$ cat src/rtl/core/differential_drive_wheel_pid_assert.svh
// Assertion macros shared by the wheel PID controller RTL.
// Depends on nothing; included by the files that carry assertions.
`ifndef DIFFERENTIAL_DRIVE_WHEEL_PID_ASSERT_SVH
`define DIFFERENTIAL_DRIVE_WHEEL_PID_ASSERT_SVH

// same-cycle implication
`define DDWP_ASSERT_IMP(label, clk, rst, ante, cons) \
   label: assert property (@(posedge clk) disable iff (rst) (ante) |-> (cons)) \
      else $error("ddwp assertion failed");

// next-cycle implication
`define DDWP_ASSERT_NXT(label, clk, rst, ante, cons) \
   label: assert property (@(posedge clk) disable iff (rst) (ante) |=> (cons)) \
      else $error("ddwp assertion failed");

`endif

$ cat src/rtl/core/ddwp_pkg.sv
// Package for the wheel PID controller: widths, register codes, config and lane types.
// Used by ddwp_lane, ddwp_merge and differential_drive_wheel_pid; depends on nothing.
`timescale 1ns / 1ps

package ddwp_pkg;

   localparam int LANES         = 2;
   localparam int FRACTION_BITS = 16;

   localparam int GAIN_W   = 24;
   localparam int MID_W    = 15;
   localparam int PWM_W    = 16;
   localparam int CMD_W    = 32;
   localparam int STEP_W   = 32;
   localparam int MUL_A_W  = 33;
   localparam int MUL_B_W  = 25;
   localparam int PROD_W   = MUL_A_W + MUL_B_W;
   localparam int RAW_W    = PROD_W;
   localparam int ERR_W    = 48;
   localparam int DIFF_W   = ERR_W + 1;
   localparam int OP_SPLIT = 24;
   localparam int ACC_W    = 76;
   localparam int CSR_IDX_W = 3;

   localparam logic [CSR_IDX_W-1:0] CSR_PROP_GAIN  = 3'd0;
   localparam logic [CSR_IDX_W-1:0] CSR_INTEG_GAIN = 3'd1;
   localparam logic [CSR_IDX_W-1:0] CSR_DERIV_GAIN = 3'd2;
   localparam logic [CSR_IDX_W-1:0] CSR_LIN_WHEEL  = 3'd3;
   localparam logic [CSR_IDX_W-1:0] CSR_ANG_WHEEL  = 3'd4;
   localparam logic [CSR_IDX_W-1:0] CSR_STEP_SPEED = 3'd5;
   localparam logic [CSR_IDX_W-1:0] CSR_PWM_MID    = 3'd6;

   typedef struct packed {
      logic [GAIN_W-1:0] prop_gain;
      logic [GAIN_W-1:0] integ_gain;
      logic [GAIN_W-1:0] deriv_gain;
      logic [GAIN_W-1:0] linear_to_wheel;
      logic [GAIN_W-1:0] angular_to_wheel;
      logic [GAIN_W-1:0] steps_to_speed;
      logic [MID_W-1:0]  pwm_mid;
   } cfg_type;

   localparam cfg_type CFG_RESET = '{
      prop_gain:        24'd6554,
      integ_gain:       24'd196608,
      deriv_gain:       24'd32768,
      linear_to_wheel:  24'd2114065,
      angular_to_wheel: 24'd200838,
      steps_to_speed:   24'd52790,
      pwm_mid:          15'd500
   };

   typedef struct packed {
      logic                      start;
      logic                      stop;
      logic signed [CMD_W-1:0]   lin;
      logic signed [MUL_A_W-1:0] ang;
      logic [STEP_W-1:0]         steps;
   } lane_req_type;

   typedef struct packed {
      logic             busy;
      logic             valid;
      logic [PWM_W-1:0] pwm;
   } lane_rsp_type;

   typedef enum logic [3:0] {
      LS_IDLE,
      LS_LIN,
      LS_ANG,
      LS_SPD,
      LS_TGT,
      LS_ERR,
      LS_INT,
      LS_P_HI,
      LS_I_LO,
      LS_I_HI,
      LS_D_LO,
      LS_D_HI,
      LS_ACC,
      LS_OUT,
      LS_HOLD
   } lane_state_type;

   localparam logic signed [63:0] ERR_MAX = 64'sh0000_7FFF_FFFF_FFFF;
   localparam logic signed [63:0] ERR_MIN = -ERR_MAX - 64'sd1;

   function automatic logic signed [ERR_W-1:0] sat_err(input logic signed [63:0] x);
      logic signed [63:0] r;
      r = x;
      if (x > ERR_MAX) begin
         r = ERR_MAX;
      end else if (x < ERR_MIN) begin
         r = ERR_MIN;
      end
      return r[ERR_W-1:0];
   endfunction

endpackage

$ cat src/rtl/core/ddwp_merge.sv
// Merge stage: joins the two lane results into one response and holds it for the sink.
// Depends on ddwp_pkg.
`timescale 1ns / 1ps

module ddwp_merge (
   input  logic                                          clock,
   input  logic                                          reset,
   input  logic                                          accept,
   input  logic                                          stop,
   input  logic [ddwp_pkg::MID_W-1:0]                    pwm_mid,
   input  ddwp_pkg::lane_rsp_type [ddwp_pkg::LANES-1:0]  lane_rsp,
   output logic                                          take,
   output logic                                          rsp_tvalid,
   input  logic                                          rsp_tready,
   output logic [2*ddwp_pkg::PWM_W-1:0]                  rsp_tdata,
   output logic [0:0]                                    rsp_tuser
);

   logic                        valid_ff, valid_in;
   logic                        stop_ff;
   logic                        enable_ff;
   logic [ddwp_pkg::PWM_W-1:0]  left_ff, right_ff;
   logic                        both;

   assign both = lane_rsp[0].valid && lane_rsp[1].valid;
   assign take = both && (!valid_ff || rsp_tready);

   always_comb begin
      valid_in = valid_ff;
      if (take) begin
         valid_in = 1'b1;
      end else if (rsp_tready) begin
         valid_in = 1'b0;
      end
   end

   always_ff @(posedge clock) begin
      if (reset) begin
         valid_ff <= 1'b0;
      end else begin
         valid_ff <= valid_in;
      end
   end

   // a stopped request drives both channels at mid
   always_ff @(posedge clock) begin
      if (accept) begin
         stop_ff <= stop;
      end
      if (take) begin
         left_ff   <= stop_ff ? {1'b0, pwm_mid} : lane_rsp[0].pwm;
         right_ff  <= stop_ff ? {1'b0, pwm_mid} : lane_rsp[1].pwm;
         enable_ff <= !stop_ff;
      end
   end

   assign rsp_tvalid = valid_ff;
   assign rsp_tdata  = {right_ff, left_ff};
   assign rsp_tuser  = enable_ff;

endmodule

$ cat config.mk
export PLATFORM = sky130hd
export DESIGN_NAME = ddwp_merge
export DESIGN_NICKNAME = d
export VERILOG_FILES = /design/src/rtl/core/differential_drive_wheel_pid_assert.svh /design/src/rtl/core/ddwp_pkg.sv /design/src/rtl/core/ddwp_merge.sv
export SDC_FILE = /design/constraint.sdc
export NUM_CORES = 1
export LEC_CHECK = 0
export BUFFER_PORTS_ARGS = -buffer_cell sky130_fd_sc_hd__clkbuf_2
export CAP_MARGIN = 5
export CORE_MARGIN = 2
export CORE_UTILIZATION = 45
export DETAILED_ROUTE_END_ITERATION = 12
export PLACE_DENSITY = 0.82
export SLEW_MARGIN = 15
export SYNTH_ARGS = -nofsm -noshare
export SYNTH_HDL_FRONTEND = slang
export SYNTH_SLANG_ARGS = --single-unit
$ cat constraint.sdc
create_clock -name clock -period 7.7 [get_ports clock]
set_input_delay 1.54 -clock clock [delete_from_list [all_inputs] [get_ports clock]]
set_output_delay 1.54 -clock clock [all_outputs]
set_load 0.01 [all_outputs]
==> results.toml, run 1 <==
[run_status]
outcome = "completed"

[synth]
synth_area_per_cell_sq_um = 13.1
synth_compound_area_frac = 0.135
synth_xor_xnor_area_share = 0
yosysUniqueCellTypes = 16
synth-adder-area-share = 0
yosysSeqAreaShare = 0.652
synth-simple-area-share = 0.100
synth_top_family_by_area = "compound AO/OA/AOI/OAI gates"
ys_seq_elements = 35
synthMuxAreaShare = 0
netlist_instances = 122
syn-num-nets = 178
syn_area_sq_um = 1600
ys_warn_count = 0

[place]
globalplace.congestion = 0.721
dpl.hpwl_um = 2140
io_buffer_count = 88

[timing]
hold-worst-slack_ps = 504
max_freq_mhz = 233
fin_skew_ps = 13.1
slew_headroom = 0.388
setup_viol = 0
worst_pin_slew_ps = 916
timing.final.crit_share = 0.558
grt_setup_unrepaired = "no"
final_max_slew_viol_count = 0
hold_viol_final = 0
finalSetupTns_ps = 0
layout_min_cycle_time_ps = 4300

[detailed_routing]
ant_nets = 0
drt-wirelength-per-cell_um = 10.4
via_per_inst = 4.40
drtPass1Iterations = 3
num_vias = 1143
drc = 0
routed_wl_um = 2700
drtIter0Drc = 22

[cts]
clk_pin_slew_ps = 100
post_cts_resized = 0
cts_sinks = 35
clock_latency_ps = 330
cts_max_path_buffers = 2
cts_root_buf = "clkbuf_4"
cts_hold_buf = 0
cts_tree = "built"
post-cts-setup-buffers = 0
htreeDepth = 2
cts_made_buffers = 5

[floorplanning]
num_rows = 21
start_util = 0.475
ioPinCount = 91
fp.dieW_um = 63.6
die_h_um = 63.6
dieArea_sq_um = 4040
core_sq_um = 3360

[power]
power_frac_clock = 0.242
p_leak_uw = 0.00105
intPower_uw = 283
p_total_uw = 378
p_per_area_nw_per_um2 = 180
power_frac_comb = 0.155
vdd.ir_drop.worst_mv = 0.120
p_sw_frac = 0.250
seqPwrFrac = 0.603
p_switching_uw = 94.6

[global_route]
track_usage = 0.147
grt_antenna_before_repair = 0
grt_overflow = 0
grt_first_pass_wirelength_um = 4350
grt_pass1_vias = 1062
grt_start_max_net_pins = 35

[worst_setup_path]
crit_arrival_ps = 2760
cp-end-kind = "output pin"
path_class = "in2out"
crit_fanout = 34
cp-start-kind = "input pin"
required_ps = 6160

[cells_and_area]
regArea_sq_um = 1040
fin_nets = 269
multi_input_area_sq_um = 383
fill_cells = 284
insertedDiodeCount = 0
drive_gt1_frac = 0.589
area_growth_pct = 31.4

[worst_hold_path]
worstHoldPathType = "reg2reg"

[job]
drv_cap = 0
-- area by class of cell --
class,instances,share of cell area
tap,46,0.0274
clock buffer,5,0.0179
inverter,31,0.0555
sequential,35,0.496
clock inverter,3,0.00716
timing repair buffer,89,0.213
multi-input combinational,51,0.182
-- state kept, by name (all words and copies together), names as in the netlist --
name	flops
rsp_tuser	1
stop_ff	1
left_ff	16
rsp_tvalid	1
right_ff	16
-- kinds of logic after synthesis --
| kind of cell | Yosys count |
|---|---|
| buffers and inverters | 36 |
| AND/OR/NAND/NOR | 20 |
| AO/OA/AOI/OAI | 31 |
| flip-flops | 35 |
-- power groups by stage --
| stage | registers [uW] | clock network (uW) | logic, uW |
|---|---|---|---|
| after CTS | 228 | 94.8 | 60.0 |
| after floorplan | 236 | 0 | 32.8 |
| after global routing | 229 | 104 | 65.4 |
| after detailed placement | 232 | 0 | 59.9 |
| after global placement | 232 | 0 | 58.6 |
| final | 228 | 91.3 | 58.6 |
-- cell usage after synthesis --
master    instances  area share
nor2b_1           3       0.012
dfxtp_1           1       0.013
clkbuf_4          1      0.0047
buf_2             1      0.0031
inv_1            31       0.073
nand2_4           8       0.056
o21ai_1           1      0.0031
buf_6             1      0.0071
nand2_2           6       0.024
edfxtp_1         34        0.64
nand2b_1          1      0.0039
buf_12            2       0.025
a21oi_1           1      0.0031
o21ai_0          13       0.041
nand2_1           2      0.0047
o21ai_2          16       0.088
-- layout by cell type, fill, tap and decap left out --
| cell type | n |
|---|---|
| a21oi_1 | 1 |
| nor2b_4 | 1 |
| clkinv_1 | 2 |
| clkbuf_2 | 88 |
| inv_1 | 31 |
| dfxtp_1 | 1 |
| nand2_1 | 2 |
| o21ai_0 | 13 |
| buf_4 | 1 |
| nand2_2 | 6 |
| o21ai_2 | 16 |
| nand2_4 | 8 |
| nand2b_1 | 1 |
| clkbuf_4 | 5 |
| clkinvlp_4 | 1 |
| edfxtp_1 | 34 |
| nor2b_1 | 2 |
| o21ai_1 | 1 |
-- metrics by stage --
stage          cells  area (sq um)  utilization  setup slack, ps
6_report         260          2100        0.624             3400
3_3_place_gp     252          2050        0.608             3410
4_1_cts          260          2100        0.624             3390
3_5_place_dp     252          2050        0.608             3400
2_1_floorplan    122          1600            -             2880
5_1_grt          260          2100        0.624             3270
-- layer usage --
| layer | up-vias | part of all wire | wire length (um) | track usage |
|---|---|---|---|---|
| met5 | - | 0 | 0 | 0 |
| met4 | 0 | 0.023 | 62 | 0.0897 |
| met3 | 7 | 0.11 | 304 | 0.0750 |
| met2 | 55 | 0.51 | 1390 | 0.261 |
| met1 | 495 | 0.35 | 945 | 0.129 |
| li1 | 586 | - | - | - |
-- worst max-delay path, cell delays in order --
cell and delay, ps:
clkbuf_2 70, nand2b_1 110, nor2b_4 760, clkbuf_2 270
-- path summary, 6_finish.rpt --
check	slack [ps]	to	startpoint	cells past startpoint
worst max-delay path	3400	take	rsp_tready	4
worst min register to register	500	rsp_tvalid$_SDFFE_PP0P_	rsp_tvalid$_SDFFE_PP0P_	2
worst min-delay path	500	rsp_tvalid$_SDFFE_PP0P_	rsp_tvalid$_SDFFE_PP0P_	2
worst max register to register	5900	right_ff[2]$_DFFE_PP_	stop_ff$_DFFE_PP_	2
(Power assumes the default switching activity.)
==> inputs of run 2 (changes only) <==
- CORE_UTILIZATION: 45 -> 39
- PLACE_DENSITY: 0.82 -> 0.75
- clock period: 7.7 -> 3.45 ns (I/O delays scaled with it)
==> run 2 against run 1 <==
Against the previous run: die area rose by 14%; global-route usage fell by 1.4 points; worst setup slack got worse by 1800 ps; worst hold slack gained 3.1 ps; routed wire length up 13%; clock power rose to 3.0 times the previous value; cell count is 1.9% higher; total power up 140%; critical path type unchanged; largest power group unchanged; highest routed layer unchanged.
==> results.toml, run 2 (synthesis results as in run 1) <==
[timing]
layout_min_cycle_time_ps = 1880
finalSetupTns_ps = 0
setup_viol = 0
hold_viol_final = 0
max_freq_mhz = 531
worst_pin_slew_ps = 684
final_max_slew_viol_count = 0
fin_skew_ps = 5.40
slew_headroom = 0.544
grt_setup_unrepaired = "no"
setup_ws_ps = 1570
timing.final.crit_share = 0.546

[detailed_routing]
ant_nets = 0
drt-wirelength-per-cell_um = 11.5
drc = 0
drtPass1Iterations = 4
num_vias = 1156
drtIter0Drc = 80
via_per_inst = 4.36
routed_wl_um = 3040

[global_route]
grt_first_pass_wirelength_um = 4410
grt_pass1_vias = 1024
met3_usage = 0.0510
track_usage = 0.132
met2_usage = 0.240
grt_antenna_before_repair = 0
grt_start_max_net_pins = 49
busiest_layer = "met2"
grt_overflow = 0
use_met1 = 0.133

[cells_and_area]
regArea_sq_um = 1040
fill_cells = 380
drive_gt1_frac = 0.586
layout_common_cells = "clkbuf_2 (88), edfxtp_1 (34), inv_1 (31)"
insertedDiodeCount = 0
multi_input_area_sq_um = 383
area_growth_pct = 33.9
final_common_cell = "clkbuf_2"
top_regs = "left_ff x16, right_ff x16"
fin_nets = 270

[cts]
post-cts-setup-buffers = 0
clock_latency_ps = 280
cts_sinks = 35
post_cts_resized = 0
cts_root_buf = "clkbuf_8"
cts_hold_buf = 0
clk_pin_slew_ps = 60
htreeDepth = 2
cts_made_buffers = 5
cts_tree = "built"
cts_max_path_buffers = 2

[worst_setup_path]
cp_top_family = "simple AND/OR/NAND/NOR gates"
crit_fanout = 2
crit_chain = "clkbuf_2 -> nand2b_1 -> nor2b_4 -> clkbuf_2"
crit_buf_inv = 2
path_class = "in2out"
crit_slowest_cell = "nor2b_4"
cp-start-kind = "input pin"
required_ps = 2760
regToRegEndpoint = "right_ff[12]$_DFFE_PP_"
timing.rr.start = "stop_ff$_DFFE_PP_"
worst_r2r_path_depth = 2
ff2ff_setup_slack_ps = 2030
crit_arrival_ps = 1190
cpMostUsedCell = "clkbuf_2"
cp-end-kind = "output pin"
max_stage_delay_ps = 170

[floorplanning]
dieArea_sq_um = 4620
die_h_um = 68.0
core_sq_um = 3970
num_rows = 23
fp.dieW_um = 68.0
start_util = 0.402
ioPinCount = 91

[worst_hold_path]
hold_end = "rsp_tvalid$_SDFFE_PP0P_"
worstHoldPathType = "reg2reg"
hold_start = "rsp_tvalid$_SDFFE_PP0P_"
min_path_cells = 2

[place]
pre_cts_ws_ps = 1560
globalplace.congestion = 0.610
dpl.hpwl_um = 2400
io_buffer_count = 88

[run_status]
outcome = "completed"

[power]
p_per_area_nw_per_um2 = 427
p_leak_uw = 0.00107
vdd.ir_drop.worst_mv = 0.184

[job]
drv_cap = 0
==> run 2: worst max-delay path by stage <==
stage	startpoint	to	slack, ps	cells past startpoint
4_1_cts	rsp_tready	take	1550	4
6_report	rsp_tready	take	1570	4
5_1_grt	rsp_tready	take	1520	4
3_5_place_dp	rsp_tready	take	1560	4
2_1_floorplan	rsp_tready	take	330	2
3_3_place_gp	rsp_tready	take	1560	4
==> run 2: cell type report <==
| type | instances | share of cell area |
|---|---|---|
| multi-input combinational | 51 | 0.179 |
| timing repair buffer | 90 | 0.213 |
| clock inverter | 2 | 0.00351 |
| inverter | 31 | 0.0544 |
| clock buffer | 6 | 0.0339 |
| sequential | 35 | 0.487 |
| tap | 50 | 0.0293 |
==> run 2: where the power goes <==
group          internal (uW)  leakage (uW)  total [uW]  switching, uW
registers                498      0.000329         504           6.01
clock network            137     0.0000403         270            133
logic                   60.4      0.000700         139           78.2
total                    696       0.00107         913            217
==> run 2: through the flow <==
stage | cell area [sq um] | hold WS, ps | util | total power (uW) | instances
after floorplan | 1600 | 499 | - | 600 | 122
after CTS | 2140 | 511 | 0.538 | 930 | 265
final | 2140 | 507 | 0.538 | 913 | 265
after global routing | 2140 | 547 | 0.538 | 962 | 265
after global placement | 2060 | 487 | 0.518 | 650 | 257
after detailed placement | 2060 | 492 | 0.518 | 656 | 257
==> run 2: worst reg2reg max path: cells and delay by family (launching register included) <==
kind / cells / cell delay, ps
AO/OA/AOI/OAI: 1 / 240
flip-flops: 1 / 320
buffers and inverters: 1 / 560
==> run 2: layer usage <==
metal | wire, um | vias up
met5 | 0 | -
met4 | 48 | 0
met3 | 292 | 4
met2 | 1600 | 56
met1 | 1100 | 516
li1 | - | 580
